==> src/comment_skipping_comma_tokenizer_assert.svh <==
// Assertion macros for the comment skipping comma tokenizer.
// Used by the top level only; needs a clock and an active high reset.
`ifndef COMMENT_SKIPPING_COMMA_TOKENIZER_ASSERT_SVH
`define COMMENT_SKIPPING_COMMA_TOKENIZER_ASSERT_SVH

// Check that cons holds in the same cycle as ante.
`define CSKT_ASSERT_IMPLY(label, clk, rst, ante, cons) \
   label: assert property (@(posedge clk) disable iff (rst) (ante) |-> (cons)) \
      else $error("tokenizer assertion failed");

// Check that cons holds in the cycle after ante.
`define CSKT_ASSERT_NEXT(label, clk, rst, ante, cons) \
   label: assert property (@(posedge clk) disable iff (rst) (ante) |=> (cons)) \
      else $error("tokenizer assertion failed");

`endif

==> src/cskt_pkg.sv <==
// Shared types and constants of the comment skipping comma tokenizer.
// No dependencies; imported by every module of the block but cskt_ram.
`default_nettype none

package cskt_pkg;

   // Token buffer slots and run descriptors
   localparam int SLOT_W   = 3;
   localparam int NSLOTS   = 1 << SLOT_W;
   localparam int LEN_W    = 6;
   localparam int MAX_RUN  = 32;
   localparam int QDEPTH   = 4;
   localparam int QPTR_W   = 2;
   localparam int QCNT_W   = 3;

   // Character codes
   localparam logic [7:0] CH_NUL   = 8'h00;
   localparam logic [7:0] CH_NL    = 8'h0A;
   localparam logic [7:0] CH_SPACE = 8'h20;
   localparam logic [7:0] CH_QUOTE = 8'h22;
   localparam logic [7:0] CH_STAR  = 8'h2A;
   localparam logic [7:0] CH_COMMA = 8'h2C;
   localparam logic [7:0] CH_SLASH = 8'h2F;

   typedef enum logic [2:0] {
      MODE_SKIP,
      MODE_AFTER_QUOTE,
      MODE_SLASH,
      MODE_LINE,
      MODE_BLOCK,
      MODE_BLOCK_STAR,
      MODE_QUOTE,
      MODE_WORD
   } mode_type;

   // One finished token: where its bytes sit and how many to send
   typedef struct packed {
      logic [SLOT_W-1:0] slot;
      logic [LEN_W-1:0]  len;
      logic              empty;
   } desc_type;

   // Up to two finished tokens per word from the front
   typedef struct packed {
      logic     vld0;
      desc_type d0;
      logic     vld1;
      desc_type d1;
   } push_type;

   // One result word
   typedef struct packed {
      logic [7:0] token_byte;
      logic       token_last;
      logic       token_empty;
   } result_type;

endpackage

`default_nettype wire

==> src/comment_skipping_comma_tokenizer.sv <==
// Comment skipping comma tokenizer: top level with the register port.
// Depends on cskt_pkg, cskt_front, cskt_queue, cskt_back, cskt_ram.
//
// Usage:
//   Text enters one byte per word on the req_ queue port (push/full); byte
//   0 or end_of_text closes the text. Tokens leave on the rsp_ queue port
//   (empty/pop), one byte per word, token_last on the final byte and
//   token_empty on the single marker of an empty token.
//   Register swallow_comma (address 0, reset 1) is written over csr_.
// Timing:
//   The front takes one text byte per cycle while full is low. A token's
//   first byte passes the descriptor queue, the token and read registers
//   and the result queue; the back then reads one byte per cycle from the
//   buffer while the receiver keeps up, after loading each token. full
//   rises while the descriptor queue (4 deep) has fewer than two free
//   entries, so the input stalls only when tokens pile up behind a slow
//   receiver. A stalled receiver holds the oldest word on the rsp_ ports.
// Reset:
//   Clears scan state, queues and pointers; swallow_comma returns to 1.
//   The token buffer is not cleared and needs no clearing pass.
`default_nettype none

module comment_skipping_comma_tokenizer #(
   parameter int TOKEN_MAX = 32
) (
   input  wire logic        clock,
   input  wire logic        reset,
   // input channel
   input  wire logic [7:0]  req_text_byte,
   input  wire logic        req_end_of_text,
   input  wire logic        req_push,
   output logic             req_full,
   // result channel
   output logic [7:0]       rsp_token_byte,
   output logic             rsp_token_last,
   output logic             rsp_token_empty,
   output logic             rsp_empty,
   input  wire logic        rsp_pop,
   // register port
   input  wire logic        csr_psel,
   input  wire logic        csr_penable,
   input  wire logic        csr_pwrite,
   input  wire logic [2:0]  csr_paddr,
   input  wire logic [31:0] csr_pwdata,
   output logic [31:0]      csr_prdata,
   output logic             csr_pready
);

   import cskt_pkg::*;

   `include "comment_skipping_comma_tokenizer_assert.svh"

   localparam int IW = $clog2(TOKEN_MAX);
   localparam int AW = SLOT_W + IW;

   logic              swallow_ff, swallow_in;
   logic              accept;
   push_type          push;
   desc_type          q_head;
   logic              q_nonempty, q_pop;
   logic [QCNT_W-1:0] q_count;
   logic              wr_en, rd_en;
   logic [AW-1:0]     wr_addr, rd_addr;
   logic [7:0]        wr_data, rd_data;

   // Register port
   assign csr_pready = 1'b1;
   assign csr_prdata = (csr_paddr[2] == 1'b0) ? {31'd0, swallow_ff} : 32'd0;

   always_comb begin
      swallow_in = swallow_ff;
      if (csr_psel && csr_penable && csr_pwrite && (csr_paddr[2] == 1'b0)) begin
         swallow_in = csr_pwdata[0];
      end
   end

   always_ff @(posedge clock) begin
      if (reset) begin
         swallow_ff <= 1'b1;
      end else begin
         swallow_ff <= swallow_in;
      end
   end

   // Leave room for two descriptors from one text byte
   assign req_full = (q_count > QCNT_W'(QDEPTH - 2));
   assign accept   = req_push && !req_full;

   cskt_front #(
      .TOKEN_MAX (TOKEN_MAX)
   ) u_front (
      .clock         (clock),
      .reset         (reset),
      .accept        (accept),
      .text_byte     (req_text_byte),
      .end_of_text   (req_end_of_text),
      .swallow_comma (swallow_ff),
      .push          (push),
      .wr_en         (wr_en),
      .wr_addr       (wr_addr),
      .wr_data       (wr_data)
   );

   cskt_queue u_queue (
      .clock    (clock),
      .reset    (reset),
      .push     (push),
      .pop      (q_pop),
      .head     (q_head),
      .nonempty (q_nonempty),
      .count    (q_count)
   );

   cskt_ram #(
      .WIDTH (8),
      .DEPTH (NSLOTS << IW)
   ) u_ram (
      .clock   (clock),
      .wr_en   (wr_en),
      .wr_addr (wr_addr),
      .wr_data (wr_data),
      .rd_en   (rd_en),
      .rd_addr (rd_addr),
      .rd_data (rd_data)
   );

   cskt_back #(
      .TOKEN_MAX (TOKEN_MAX)
   ) u_back (
      .clock           (clock),
      .reset           (reset),
      .head            (q_head),
      .q_nonempty      (q_nonempty),
      .q_pop           (q_pop),
      .rd_en           (rd_en),
      .rd_addr         (rd_addr),
      .rd_data         (rd_data),
      .rsp_token_byte  (rsp_token_byte),
      .rsp_token_last  (rsp_token_last),
      .rsp_token_empty (rsp_token_empty),
      .rsp_empty       (rsp_empty),
      .rsp_pop         (rsp_pop)
   );

   // Empty marker is a single zero word that ends its token
   `CSKT_ASSERT_IMPLY(a_empty_marker, clock, reset, !rsp_empty && rsp_token_empty, rsp_token_last && (rsp_token_byte == 8'd0))
   // Back only takes a descriptor that is there
   `CSKT_ASSERT_IMPLY(a_pop_nonempty, clock, reset, q_pop, q_count != '0)
   // Accepted text never overruns the descriptor queue
   `CSKT_ASSERT_NEXT(a_queue_bound, clock, reset, accept, q_count <= QCNT_W'(QDEPTH))

endmodule

`default_nettype wire

==> src/cskt_ram.sv <==
// Generic single write, single read RAM with registered read data.
// No dependencies.
`default_nettype none

module cskt_ram #(
   parameter int WIDTH = 8,
   parameter int DEPTH = 256
) (
   input  wire logic                     clock,
   input  wire logic                     wr_en,
   input  wire logic [$clog2(DEPTH)-1:0] wr_addr,
   input  wire logic [WIDTH-1:0]         wr_data,
   input  wire logic                     rd_en,
   input  wire logic [$clog2(DEPTH)-1:0] rd_addr,
   output logic      [WIDTH-1:0]         rd_data
);

   logic [WIDTH-1:0] mem_ff [DEPTH];
   logic [WIDTH-1:0] rd_data_ff;

   // Write and registered read
   always_ff @(posedge clock) begin
      if (wr_en) begin
         mem_ff[wr_addr] <= wr_data;
      end
      if (rd_en) begin
         rd_data_ff <= mem_ff[rd_addr];
      end
   end

   assign rd_data = rd_data_ff;

endmodule

`default_nettype wire

==> src/cskt_front.sv <==
// Front of the tokenizer: classifies each text word, tracks the scan mode,
// writes token bytes into the slot buffer and hands finished tokens on.
// Depends on cskt_pkg.
`default_nettype none

module cskt_front #(
   parameter int TOKEN_MAX = 32
) (
   input  wire logic                                         clock,
   input  wire logic                                         reset,
   input  wire logic                                         accept,
   input  wire logic [7:0]                                   text_byte,
   input  wire logic                                         end_of_text,
   input  wire logic                                         swallow_comma,
   output cskt_pkg::push_type                                push,
   output logic                                              wr_en,
   output logic [cskt_pkg::SLOT_W+$clog2(TOKEN_MAX)-1:0]     wr_addr,
   output logic [7:0]                                        wr_data
);

   import cskt_pkg::*;

   localparam int IW = $clog2(TOKEN_MAX);
   localparam int CW = $clog2(TOKEN_MAX + 1);

   mode_type          mode_ff, mode_in;
   logic [CW-1:0]     cnt_ff, cnt_in;
   logic [SLOT_W-1:0] slot_ff, slot_in;

   logic              is_word_ch, is_comma, is_nul, closing;
   logic              start_tok, do_word;
   logic              feed_emit, close_emit;
   logic [CW-1:0]     feed_len, close_len;
   logic [IW-1:0]     wr_idx;
   logic [SLOT_W-1:0] wr_slot;

   // Clip a run length to what one item may send
   function automatic logic [LEN_W-1:0] clip_run(input logic [CW-1:0] raw);
      logic [6:0] wide;
      wide = 7'(raw);
      if (wide > 7'(MAX_RUN)) begin
         clip_run = LEN_W'(MAX_RUN);
      end else begin
         clip_run = LEN_W'(wide);
      end
   endfunction

   assign is_nul     = (text_byte == CH_NUL);
   assign is_comma   = (text_byte == CH_COMMA);
   assign is_word_ch = (text_byte > CH_SPACE) && !is_comma;
   assign closing    = is_nul || end_of_text;
   assign start_tok  = (mode_ff == MODE_SKIP) ||
                       ((mode_ff == MODE_AFTER_QUOTE) && !(is_comma && swallow_comma));
   assign do_word    = (mode_ff == MODE_WORD) ||
                       ((mode_ff == MODE_SLASH) && (text_byte != CH_SLASH) &&
                        (text_byte != CH_STAR));

   // Scan one word of text, then close the text if it ends here
   always_comb begin
      mode_in    = mode_ff;
      cnt_in     = cnt_ff;
      wr_en      = 1'b0;
      wr_idx     = '0;
      feed_emit  = 1'b0;
      feed_len   = '0;
      close_emit = 1'b0;
      close_len  = '0;
      if (accept) begin
         if (!is_nul) begin
            if (start_tok) begin
               if (text_byte <= CH_SPACE) begin
                  mode_in = MODE_SKIP;
               end else if (text_byte == CH_SLASH) begin
                  // park the slash at the slot start in case it opens a word
                  wr_en   = 1'b1;
                  cnt_in  = CW'(1);
                  mode_in = MODE_SLASH;
               end else if (text_byte == CH_QUOTE) begin
                  cnt_in  = '0;
                  mode_in = MODE_QUOTE;
               end else begin
                  wr_en   = 1'b1;
                  cnt_in  = CW'(1);
                  mode_in = MODE_WORD;
               end
            end else if (do_word) begin
               if (is_word_ch) begin
                  mode_in = MODE_WORD;
                  if (cnt_ff < CW'(TOKEN_MAX)) begin
                     wr_en  = 1'b1;
                     wr_idx = cnt_ff[IW-1:0];
                     cnt_in = cnt_ff + CW'(1);
                  end
               end else begin
                  feed_emit = 1'b1;
                  feed_len  = (cnt_ff >= CW'(TOKEN_MAX)) ? '0 : cnt_ff;
                  if (is_comma && !swallow_comma) begin
                     // the comma opens the next word in the next slot
                     wr_en   = 1'b1;
                     cnt_in  = CW'(1);
                     mode_in = MODE_WORD;
                  end else begin
                     mode_in = MODE_SKIP;
                  end
               end
            end else begin
               case (mode_ff)
                  MODE_AFTER_QUOTE: begin
                     mode_in = MODE_SKIP;
                  end
                  MODE_SLASH: begin
                     mode_in = (text_byte == CH_SLASH) ? MODE_LINE : MODE_BLOCK_STAR;
                  end
                  MODE_LINE: begin
                     if (text_byte == CH_NL) begin
                        mode_in = MODE_SKIP;
                     end
                  end
                  MODE_BLOCK: begin
                     if (text_byte == CH_STAR) begin
                        mode_in = MODE_BLOCK_STAR;
                     end
                  end
                  MODE_BLOCK_STAR: begin
                     if (text_byte == CH_SLASH) begin
                        mode_in = MODE_SKIP;
                     end else if (text_byte != CH_STAR) begin
                        mode_in = MODE_BLOCK;
                     end
                  end
                  MODE_QUOTE: begin
                     if (text_byte == CH_QUOTE) begin
                        feed_emit = 1'b1;
                        feed_len  = cnt_ff;
                        mode_in   = MODE_AFTER_QUOTE;
                     end else if (cnt_ff < CW'(TOKEN_MAX - 1)) begin
                        wr_en  = 1'b1;
                        wr_idx = cnt_ff[IW-1:0];
                        cnt_in = cnt_ff + CW'(1);
                     end
                  end
                  default: begin
                     mode_in = MODE_SKIP;
                  end
               endcase
            end
         end
         if (closing) begin
            case (mode_in)
               MODE_WORD: begin
                  close_emit = 1'b1;
                  close_len  = (cnt_in >= CW'(TOKEN_MAX)) ? '0 : cnt_in;
               end
               MODE_QUOTE: begin
                  close_emit = 1'b1;
                  close_len  = cnt_in;
               end
               MODE_SLASH: begin
                  close_emit = 1'b1;
                  close_len  = CW'(1);
               end
               default: begin
                  close_emit = 1'b0;
               end
            endcase
            mode_in = MODE_SKIP;
            cnt_in  = '0;
         end
      end
   end

   // Each finished token takes its slot with it
   always_comb begin
      wr_slot       = slot_ff + SLOT_W'(feed_emit);
      slot_in       = slot_ff + SLOT_W'(feed_emit) + SLOT_W'(close_emit);
      push.vld0     = feed_emit;
      push.d0.slot  = slot_ff;
      push.d0.len   = clip_run(feed_len);
      push.d0.empty = (feed_len == '0);
      push.vld1     = close_emit;
      push.d1.slot  = wr_slot;
      push.d1.len   = clip_run(close_len);
      push.d1.empty = (close_len == '0);
      wr_addr       = {wr_slot, wr_idx};
      wr_data       = text_byte;
   end

   always_ff @(posedge clock) begin
      if (reset) begin
         mode_ff <= MODE_SKIP;
         cnt_ff  <= '0;
         slot_ff <= '0;
      end else begin
         mode_ff <= mode_in;
         cnt_ff  <= cnt_in;
         slot_ff <= slot_in;
      end
   end

endmodule

`default_nettype wire

==> src/cskt_queue.sv <==
// Short queue of finished token descriptors between front and back.
// Takes up to two descriptors per cycle, gives one. Depends on cskt_pkg.
`default_nettype none

module cskt_queue (
   input  wire logic                          clock,
   input  wire logic                          reset,
   input  wire cskt_pkg::push_type            push,
   input  wire logic                          pop,
   output cskt_pkg::desc_type                 head,
   output logic                               nonempty,
   output logic [cskt_pkg::QCNT_W-1:0]        count
);

   import cskt_pkg::*;

   desc_type          mem_ff [QDEPTH];
   desc_type          mem_in [QDEPTH];
   logic [QPTR_W-1:0] wptr_ff, wptr_in, rptr_ff, rptr_in, wptr_nx;
   logic [QCNT_W-1:0] cnt_ff, cnt_in;
   logic [1:0]        n_push;

   assign n_push = 2'(push.vld0) + 2'(push.vld1);
   assign wptr_nx = wptr_ff + QPTR_W'(1);

   // Write the valid descriptors in order at the tail
   always_comb begin
      for (int i = 0; i < QDEPTH; i++) begin
         mem_in[i] = mem_ff[i];
         if (push.vld0 && (wptr_ff == QPTR_W'(i))) begin
            mem_in[i] = push.d0;
         end
         if (push.vld1 && !push.vld0 && (wptr_ff == QPTR_W'(i))) begin
            mem_in[i] = push.d1;
         end
         if (push.vld1 && push.vld0 && (wptr_nx == QPTR_W'(i))) begin
            mem_in[i] = push.d1;
         end
      end
      wptr_in = wptr_ff + QPTR_W'(n_push);
      rptr_in = rptr_ff + QPTR_W'(pop);
      cnt_in  = cnt_ff + QCNT_W'(n_push) - QCNT_W'(pop);
   end

   always_ff @(posedge clock) begin
      for (int i = 0; i < QDEPTH; i++) begin
         mem_ff[i] <= mem_in[i];
      end
   end

   always_ff @(posedge clock) begin
      if (reset) begin
         wptr_ff <= '0;
         rptr_ff <= '0;
         cnt_ff  <= '0;
      end else begin
         wptr_ff <= wptr_in;
         rptr_ff <= rptr_in;
         cnt_ff  <= cnt_in;
      end
   end

   assign head     = mem_ff[rptr_ff];
   assign nonempty = (cnt_ff != '0);
   assign count    = cnt_ff;

endmodule

`default_nettype wire

==> src/cskt_back.sv <==
// Back of the tokenizer: takes descriptors, reads token bytes from the
// slot buffer and queues result words. Depends on cskt_pkg.
`default_nettype none

module cskt_back #(
   parameter int TOKEN_MAX = 32
) (
   input  wire logic                                         clock,
   input  wire logic                                         reset,
   input  wire cskt_pkg::desc_type                           head,
   input  wire logic                                         q_nonempty,
   output logic                                              q_pop,
   output logic                                              rd_en,
   output logic [cskt_pkg::SLOT_W+$clog2(TOKEN_MAX)-1:0]     rd_addr,
   input  wire logic [7:0]                                   rd_data,
   output logic [7:0]                                        rsp_token_byte,
   output logic                                              rsp_token_last,
   output logic                                              rsp_token_empty,
   output logic                                              rsp_empty,
   input  wire logic                                         rsp_pop
);

   import cskt_pkg::*;

   localparam int IW = $clog2(TOKEN_MAX);

   logic          busy_ff, busy_in;
   desc_type      cur_ff, cur_in;
   logic [IW-1:0] idx_ff, idx_in;
   logic          rd_vld_ff, rd_vld_in;
   logic          rd_last_ff, rd_last_in;
   logic          rd_empty_ff, rd_empty_in;

   result_type    oq_ff [2];
   result_type    oq_in [2];
   result_type    oq_new;
   logic          oq_head_ff, oq_head_in;
   logic          oq_tail_ff, oq_tail_in;
   logic [1:0]    oq_cnt_ff, oq_cnt_in;

   logic          pop_fire, load, issue, is_last;
   logic [2:0]    occ;

   // Step through the current token, one byte read per cycle with room
   always_comb begin
      pop_fire    = rsp_pop && (oq_cnt_ff != 2'd0);
      occ         = 3'(oq_cnt_ff) + 3'(rd_vld_ff) - 3'(pop_fire);
      issue       = busy_ff && (occ < 3'd2);
      load        = !busy_ff && q_nonempty;
      is_last     = cur_ff.empty || ((7'(idx_ff) + 7'd1) == 7'(cur_ff.len));
      q_pop       = load;
      cur_in      = load ? head : cur_ff;
      busy_in     = busy_ff;
      idx_in      = idx_ff;
      if (load) begin
         busy_in = 1'b1;
         idx_in  = '0;
      end else if (issue) begin
         idx_in = idx_ff + IW'(1);
         if (is_last) begin
            busy_in = 1'b0;
         end
      end
      rd_vld_in   = issue;
      rd_last_in  = is_last;
      rd_empty_in = cur_ff.empty;
      rd_en       = issue && !cur_ff.empty;
      rd_addr     = {cur_ff.slot, idx_ff};
   end

   // Hold finished words until the receiver takes them
   always_comb begin
      oq_new.token_byte  = rd_empty_ff ? 8'd0 : rd_data;
      oq_new.token_last  = rd_last_ff;
      oq_new.token_empty = rd_empty_ff;
      oq_in[0] = oq_ff[0];
      oq_in[1] = oq_ff[1];
      if (rd_vld_ff) begin
         oq_in[oq_tail_ff] = oq_new;
      end
      oq_tail_in = oq_tail_ff ^ rd_vld_ff;
      oq_head_in = oq_head_ff ^ pop_fire;
      oq_cnt_in  = oq_cnt_ff + 2'(rd_vld_ff) - 2'(pop_fire);
   end

   always_ff @(posedge clock) begin
      cur_ff      <= cur_in;
      idx_ff      <= idx_in;
      rd_last_ff  <= rd_last_in;
      rd_empty_ff <= rd_empty_in;
      oq_ff[0]    <= oq_in[0];
      oq_ff[1]    <= oq_in[1];
   end

   always_ff @(posedge clock) begin
      if (reset) begin
         busy_ff    <= 1'b0;
         rd_vld_ff  <= 1'b0;
         oq_head_ff <= 1'b0;
         oq_tail_ff <= 1'b0;
         oq_cnt_ff  <= 2'd0;
      end else begin
         busy_ff    <= busy_in;
         rd_vld_ff  <= rd_vld_in;
         oq_head_ff <= oq_head_in;
         oq_tail_ff <= oq_tail_in;
         oq_cnt_ff  <= oq_cnt_in;
      end
   end

   assign rsp_token_byte  = oq_ff[oq_head_ff].token_byte;
   assign rsp_token_last  = oq_ff[oq_head_ff].token_last;
   assign rsp_token_empty = oq_ff[oq_head_ff].token_empty;
   assign rsp_empty       = (oq_cnt_ff == 2'd0);

endmodule

`default_nettype wire
==> config.mk <==
export PLATFORM = sky130hd
export DESIGN_NAME = comment_skipping_comma_tokenizer
export DESIGN_NICKNAME = d
export VERILOG_FILES = /design/src/cskt_pkg.sv /design/src/comment_skipping_comma_tokenizer.sv /design/src/cskt_ram.sv /design/src/cskt_front.sv /design/src/cskt_queue.sv /design/src/cskt_back.sv
export VERILOG_INCLUDE_DIRS = /design/src /design/src/src
export SDC_FILE = /design/constraint.sdc
export NUM_CORES = 2
export LEC_CHECK = 0
export BUFFER_PORTS_ARGS = -buffer_cell sky130_fd_sc_hd__buf_4
export CORE_UTILIZATION = 63
export CTS_CLUSTER_DIAMETER = 100
export CTS_CLUSTER_SIZE = 28
export DETAILED_ROUTE_END_ITERATION = 10
export PLACE_DENSITY = 0.81
export SYNTH_ARGS = -nofsm -noshare
export SYNTH_HDL_FRONTEND = slang
export SYNTH_SLANG_ARGS = --single-unit
==> constraint.sdc <==
create_clock -name clock -period 6.3 [get_ports clock]
set_clock_uncertainty 0.2 [all_clocks]
set_input_delay 0.945 -clock clock [delete_from_list [all_inputs] [get_ports clock]]
set_output_delay 0.945 -clock clock [all_outputs]
set_load 0.02 [all_outputs]
---- After elaboration in Yosys (flattened, before gate mapping) ----
Memory sizes are Yosys's and may differ from the RTL's. A register that Yosys moved wholly into a read port is not among the register bits.
Index checks and enable logic that the tools add are counted.
storage, ports and cells
  word-level logic and storage cells ...... 239
  bits of input ports ..................... 51
  memories kept ........................... 3
  RAM bits ................................ 2,108
  register bits after elaboration ......... 33
memory list
  name            words  width  rd ports  clocked after Yosys merged registers in  wr ports  line              source
  u_ram.mem_ff    256    8      1         1                                        1         cskt_ram.sv:18    logic [WIDTH-1:0] mem_ff [DEPTH];
  u_queue.mem_ff  4      10     1         1                                        2         cskt_queue.sv:17  desc_type mem_ff [QDEPTH];
  u_back.oq_ff    2      10     3         1                                        2         cskt_back.sv:34   result_type oq_ff [2];
cells by class
  equal/unequal tests ..................... 28
  $lt $le $gt $ge ......................... 12
  bitwise gates (word level) .............. 4
  reduce and logical (&&, ||, !) cells .... 55
  muxes and demuxes ....................... 107
  $add $sub $neg .......................... 15
operator list
  operator                                                        count
  2-to-1 mux 6 bit                                                26
  2-to-1 mux 10 bit                                               15
  2-to-1 mux 3 bit                                                15
  2-to-1 mux 5 bit                                                9
  2-to-1 mux 1 bit                                                34
  == test 8 x 6 -> 1 bit (second input constant)                  4
  logical AND 1 bit                                               29
  bitwise mux 20 bit                                              1
  2-to-1 mux 20 bit                                               1
  OR reduction 10 bit                                             2
  == test 3 bit (second input constant)                           6
  case mux 6 bit (3 select lines)                                 1
  != test 8 x 6 -> 1 bit (second input constant)                  2
  case mux 3 bit (5 select lines)                                 1
  >= comparator 6 bit (second input constant)                     2
  greater-than comparator 6 bit (second input constant)           2
  logical NOT 6 bit                                               2
  != test 3 bit (second input constant)                           4
  demux 10 bit (select 1 bit)                                     1
  == test 3 x 2 -> 1 bit (second input constant)                  3
  == test 2 bit (second input constant)                           4
  == test 8 x 4 -> 1 bit (second input constant)                  1
  greater-than comparator 8 x 6 -> 1 bit (second input constant)  1
  <= comparator 8 x 6 -> 1 bit (second input constant)            1
  35 further kinds                                                54

---- Depth between registers and ports, before layout ----
  depth after elaboration ................. 18
  gate-level depth with buffers ........... 15
  mapped depth without buffers ............ 13

---- Modules after synthesis ----
From an unflattened synthesis, not the netlist that was laid out.
second synthesis, totals
  cells, all modules ...................... 4,352
  area, all modules ....................... 86,216.4 µm²
modules (own cells, without submodules)
  module                            instances  cells each  sequential area each (µm²)  area an instance (µm²)
  cskt_ram                          1          3,733       61,739.2                    79,636.4
  cskt_queue                        1          208         1,341.3                     2,731.4
  cskt_back                         1          127         1,161.1                     1,779.2
  cskt_front                        1          241         240.2                       1,739.2
  comment_skipping_comma_tokenizer  1          43          20.0                        330.3

---- Worst setup path before layout ----
Ideal clock, no wire load.
  path type ............................... input to register
  start ................................... input port req_text_byte[4]
  end ..................................... memory u_ram.mem_ff[448][0] (netlist: u_ram.mem_ff[224][0]) (enable)
  slack ................................... 1.402 ns
  cell stages on the path ................. 14
  arrival time ............................ 4.327 ns
  required time ........................... 5.730 ns
  cells stage by stage .................... or4b_1 -> buf_2 -> o31a_1 -> nor3_1 -> nand2_1 -> inv_1 -> ha_1 -> ha_1 -> xor2_1 -> and2_1 -> clkbuf_1 -> nand3_1 -> buf_2 -> nor2_1
between the ends
  cells in the longest elaborated chain, start to end .. 10
  elaborated cells on any way between the ends .. 46
ends and longest elaborated chain
  item                                                                             line                                    source
  start, declared                                                                  comment_skipping_comma_tokenizer.sv:29  input wire logic [7:0] req_text_byte,
  branches (longest 10 deep; another with greater-than comparator 8 x 6 -> 1 bit)  n/a
  end, declared                                                                    cskt_ram.sv:18
Parallel ways; which one is timed is not known.

---- Worst setup path in the final report ----
  start ................................... input port req_text_byte[7]
  end ..................................... memory u_ram.mem_ff[280][1] (netlist: u_ram.mem_ff[140][1]) (enable)
The elaborated chain is that of the path after synthesis.

==> impl_results.md <==
* Total track usage at 30.4%
* Startpoint class of the critical path: input port
* Root buffer cell: clkbuf_16
* Internal power at 21.6 mW
* Die X at 369 um
* Min-Delay Path Class: flop to flop
* Hold Path Stages at 0
* Final Hold Vio Count at 0
* Synth area leader: edfxtp_1
* Met1 GRT Util at 41.3%
* Clock group share of total power at 22.9%
* Pins Over Slew Limit at 0
* Global route total overflow at 0
* # hold bufs at CTS at 0
* Fillers at 7598
* Slew @ Worst Pin at 1.25 ns
* Sw power at 8.04 mW
* Crit path max-delay cell type: nor2_1
* Final HPWL DP at 118000 um
* Post-synth top cells: edfxtp_1 (2126), mux4_2 (650), nor2_1 (301), clkbuf_1 (130), nand2_1 (69)
* Final setup violation count at 0
* Fin crit share at 88.6%
* Hold slack at 0.248 ns
* Pleak at 26.7 nW
* Share of layout cells above drive strength 1 at 26.0%
* R2R Path Start: u_queue.count[1]
* Core ar. at 134000 um^2
* Largest cells by area after synthesis: edfxtp_1 (75%), mux4_2 (17%), nor2_1 (1.3%)
* H-tree depth at 3
* Slew margin rel. at 16.6%
* Sequential power share at 54.7%
* Outcome: finished, violations left
* Setup tns final at 0 ns
* Longest Clk Path Bufs at 3
* R2R setup slack at 0.98 ns
* Asr flop ratio synth at 0%
* Post-synth EDFFs at 2126
* Combinational power share at 22.4%
* Die height at 369 um
* TritonCTS buffer count at 87
* Largest net degree at the start of global routing at 221
* Worst skew pair latency at 0.77 ns
* Unrepaired setup endpoints after global routing: no
* R2r worst-path depth at 11
* Cell area after synthesis at 85100 um^2
* Worst Path Required at 6.47 ns
* Die ar. at 136000 um^2
* Number of global-route vias before repair at 41600
* Power Density at 327 nW/um^2
* Met2 GRT Util at 48.1%
* Fmax at 0.179 GHz
* Port Buffers at 30
* Cell variety after synth at 85
* Top FF cell, synth: edfxtp_1
* FF-to-FF End: u_ram.mem_ff[140][1]
* Sw Share at 27.1%
* Worst Path Buf+Inv at 3
* Grt met3 use at 6.75%
* Placement Rows at 134
* First-pass GRT wire length at 293000 um
* GR peak layer: met2
* Area delta synth->final at 6.60%
* Critical hold path startpoint: u_back.rd_last_ff
* Register area share after synthesis at 75.8%
* Drt drc at 4
* Critical path's largest stage delay at 0.83 ns
* Post-Synthesis Cells at 3881
* Count leader, synth: edfxtp_1
* Drt total wl at 204000 um
* Setup Fix Bufs, Post-CTS at 0
* CTS sink cnt at 2159
* DR iter-0 viols at 6626
* CTS tree: yes
* CP max FO at 23
* CP Capture Type: flop
* NumNets Final at 4038
* Via density at 7.25
* Starting Density at 63.7%
* 1st-pass router iterations at 9
* Design Area, Final at 90700 um^2
* Top cell type's share of synthesized area at 75.1%
* Vias at 41800
* Minimum clock period at 5.58 ns
* Synth warn at 0
* Initial antenna violation count at 8
* Wire per inst at 35.4 um
* Placed Area at 88300 um^2
* Footprint of the multi-input gates at 19500 um^2
* IO Count at 96
* Failing checks: design-rule violations
* Reg area at 64500 um^2
* Mapped Avg Cell Area at 21.9 um^2
* VDD IR-drop max at 0.350 mV
* Max-cap viol count at 0
* Endpoint, Worst Hold: u_back.oq_ff[1][1]
* Delay-heaviest family, CP: simple AND/OR/NAND/NOR gates
* RD Place Congestion at 0.882
* Crit path DAT at 5.75 ns
* #FFs+latches synth at 2159
* Total power at 29.7 mW
* CTS resizes at 0
* Number of routed nets with antenna violations at 0
* Cells along the critical path: clkbuf_8, buf_4, nor4_1, and2_1, nor3_1, nand2_1, inv_1, ha_1, ha_1, xor2_1, and2_1, nand2_1, nor2_1
* Clock slew at reported path FFs at 0.10 ns
* Critical path class: input port to flop
-- registers in the layout (all words and copies together) (netlist names), 2 cells and up --
signal	count
u_queue.mem_ff	40
u_ram.rd_data	8
u_front.mode_ff	3
u_front.cnt_ff	6
u_queue.wptr_ff	2
u_back.oq_ff	20
u_back.cur_ff	6
u_back.rd_addr	3
u_front.slot_ff	3
u_queue.rptr_ff	2
u_queue.count	3
u_back.idx_ff	5
u_ram.mem_ff	2048
u_back.oq_cnt_ff	2
-- stage by stage --
stage / setup slack [ns] / utilization, % / std cells
6_report: 0.720 / 67.9 / 5766
5_1_grt: 0.676 / 67.9 / 5763
4_1_cts: 0.993 / 67.9 / 5763
3_5_place_dp: 0.181 / 66.1 / 5643
3_3_place_gp: 0.458 / 66.1 / 5643
2_1_floorplan: 1.40 / - / 3911
-- layout make-up --
class	count	area share (%)
inverters	21	0.0869
repair buffers	226	2.20
well taps	1768	2.44
clock buffers	115	2.59
diodes	3	0.00828
multi-input cells	1469	21.5
flip-flops and latches	2159	71.2
clock inverters	5	0.0690
-- cells in the final DEF (no fill, tap or decap), types with 18 or more instances in the layout --
master	synthesis	final
nor2b_1	24	22
buf_12	0	20
clkbuf_1	130	25
edfxtp_1	2126	2126
a22oi_1	49	49
o21ai_0	28	27
clkbuf_16	0	90
nand2_1	69	69
mux4_2	650	650
dfxtp_1	33	29
buf_4	32	198
conb_1	2	32
a22o_1	18	18
inv_1	20	20
ha_1	21	21
nor2_1	301	300
nand3_1	32	30
-- power groups by stage --
stage | Clock (mW) | Combinational [mW] | Sequential [mW]
after floorplan | 0 | 4.40 | 16.3
after global placement | 0 | 6.37 | 16.5
after detailed placement | 0 | 6.49 | 16.5
after CTS | 6.80 | 6.61 | 16.2
after global routing | 7.20 | 6.89 | 16.2
final | 6.78 | 6.64 | 16.2
-- layer usage --
layer	wire length, um	vias to the layer above
met1	70400	21800
li1	-	16200
met4	10300	12
met2	99000	3215
met3	24300	519
met5	83	-
-- worst register-to-register path: cells and delay by family (launching register included) --
kind	cells	cell delay, ns
and+or+nand+nor	6	2.85
DFF	1	0.34
AOI/OAI and AO/OA	1	0.40
adders and majority gates	2	0.41
xor gates and xnor gates	1	0.59
buffers and inverters	1	0.14
-- worst max path at each step --
stage	start	to	depth (start not counted)	slack, ns
after CTS	req_text_byte[7]	u_ram.mem_ff[140][1]	13	0.99
after global routing	req_text_byte[7]	u_ram.mem_ff[140][1]	13	0.68
after detailed placement	req_text_byte[7]	u_ram.mem_ff[140][0]	13	0.18
final	req_text_byte[7]	u_ram.mem_ff[140][1]	13	0.72
after floorplan	req_text_byte[4]	u_ram.mem_ff[224][0]	14	1.40
after global placement	req_text_byte[6]	u_ram.mem_ff[141][5]	12	0.46
-- logic make-up (layout without fill, tap and decap cells) --
kind of cell	Yosys count	count (layout)	share of synthesized area (%)
XOR/XNOR	23	23	0.237
other	2	35	0.00883
AO/OA/AOI/OAI	198	198	1.78
flip-flops	2159	2159	75.8
AND/OR/NAND/NOR	512	512	2.72
multiplexers	681	681	17.6
adder cells (fa/ha/maj)	23	23	0.356
buffers and inverters	283	367	1.47
(Power assumes the default switching activity.)
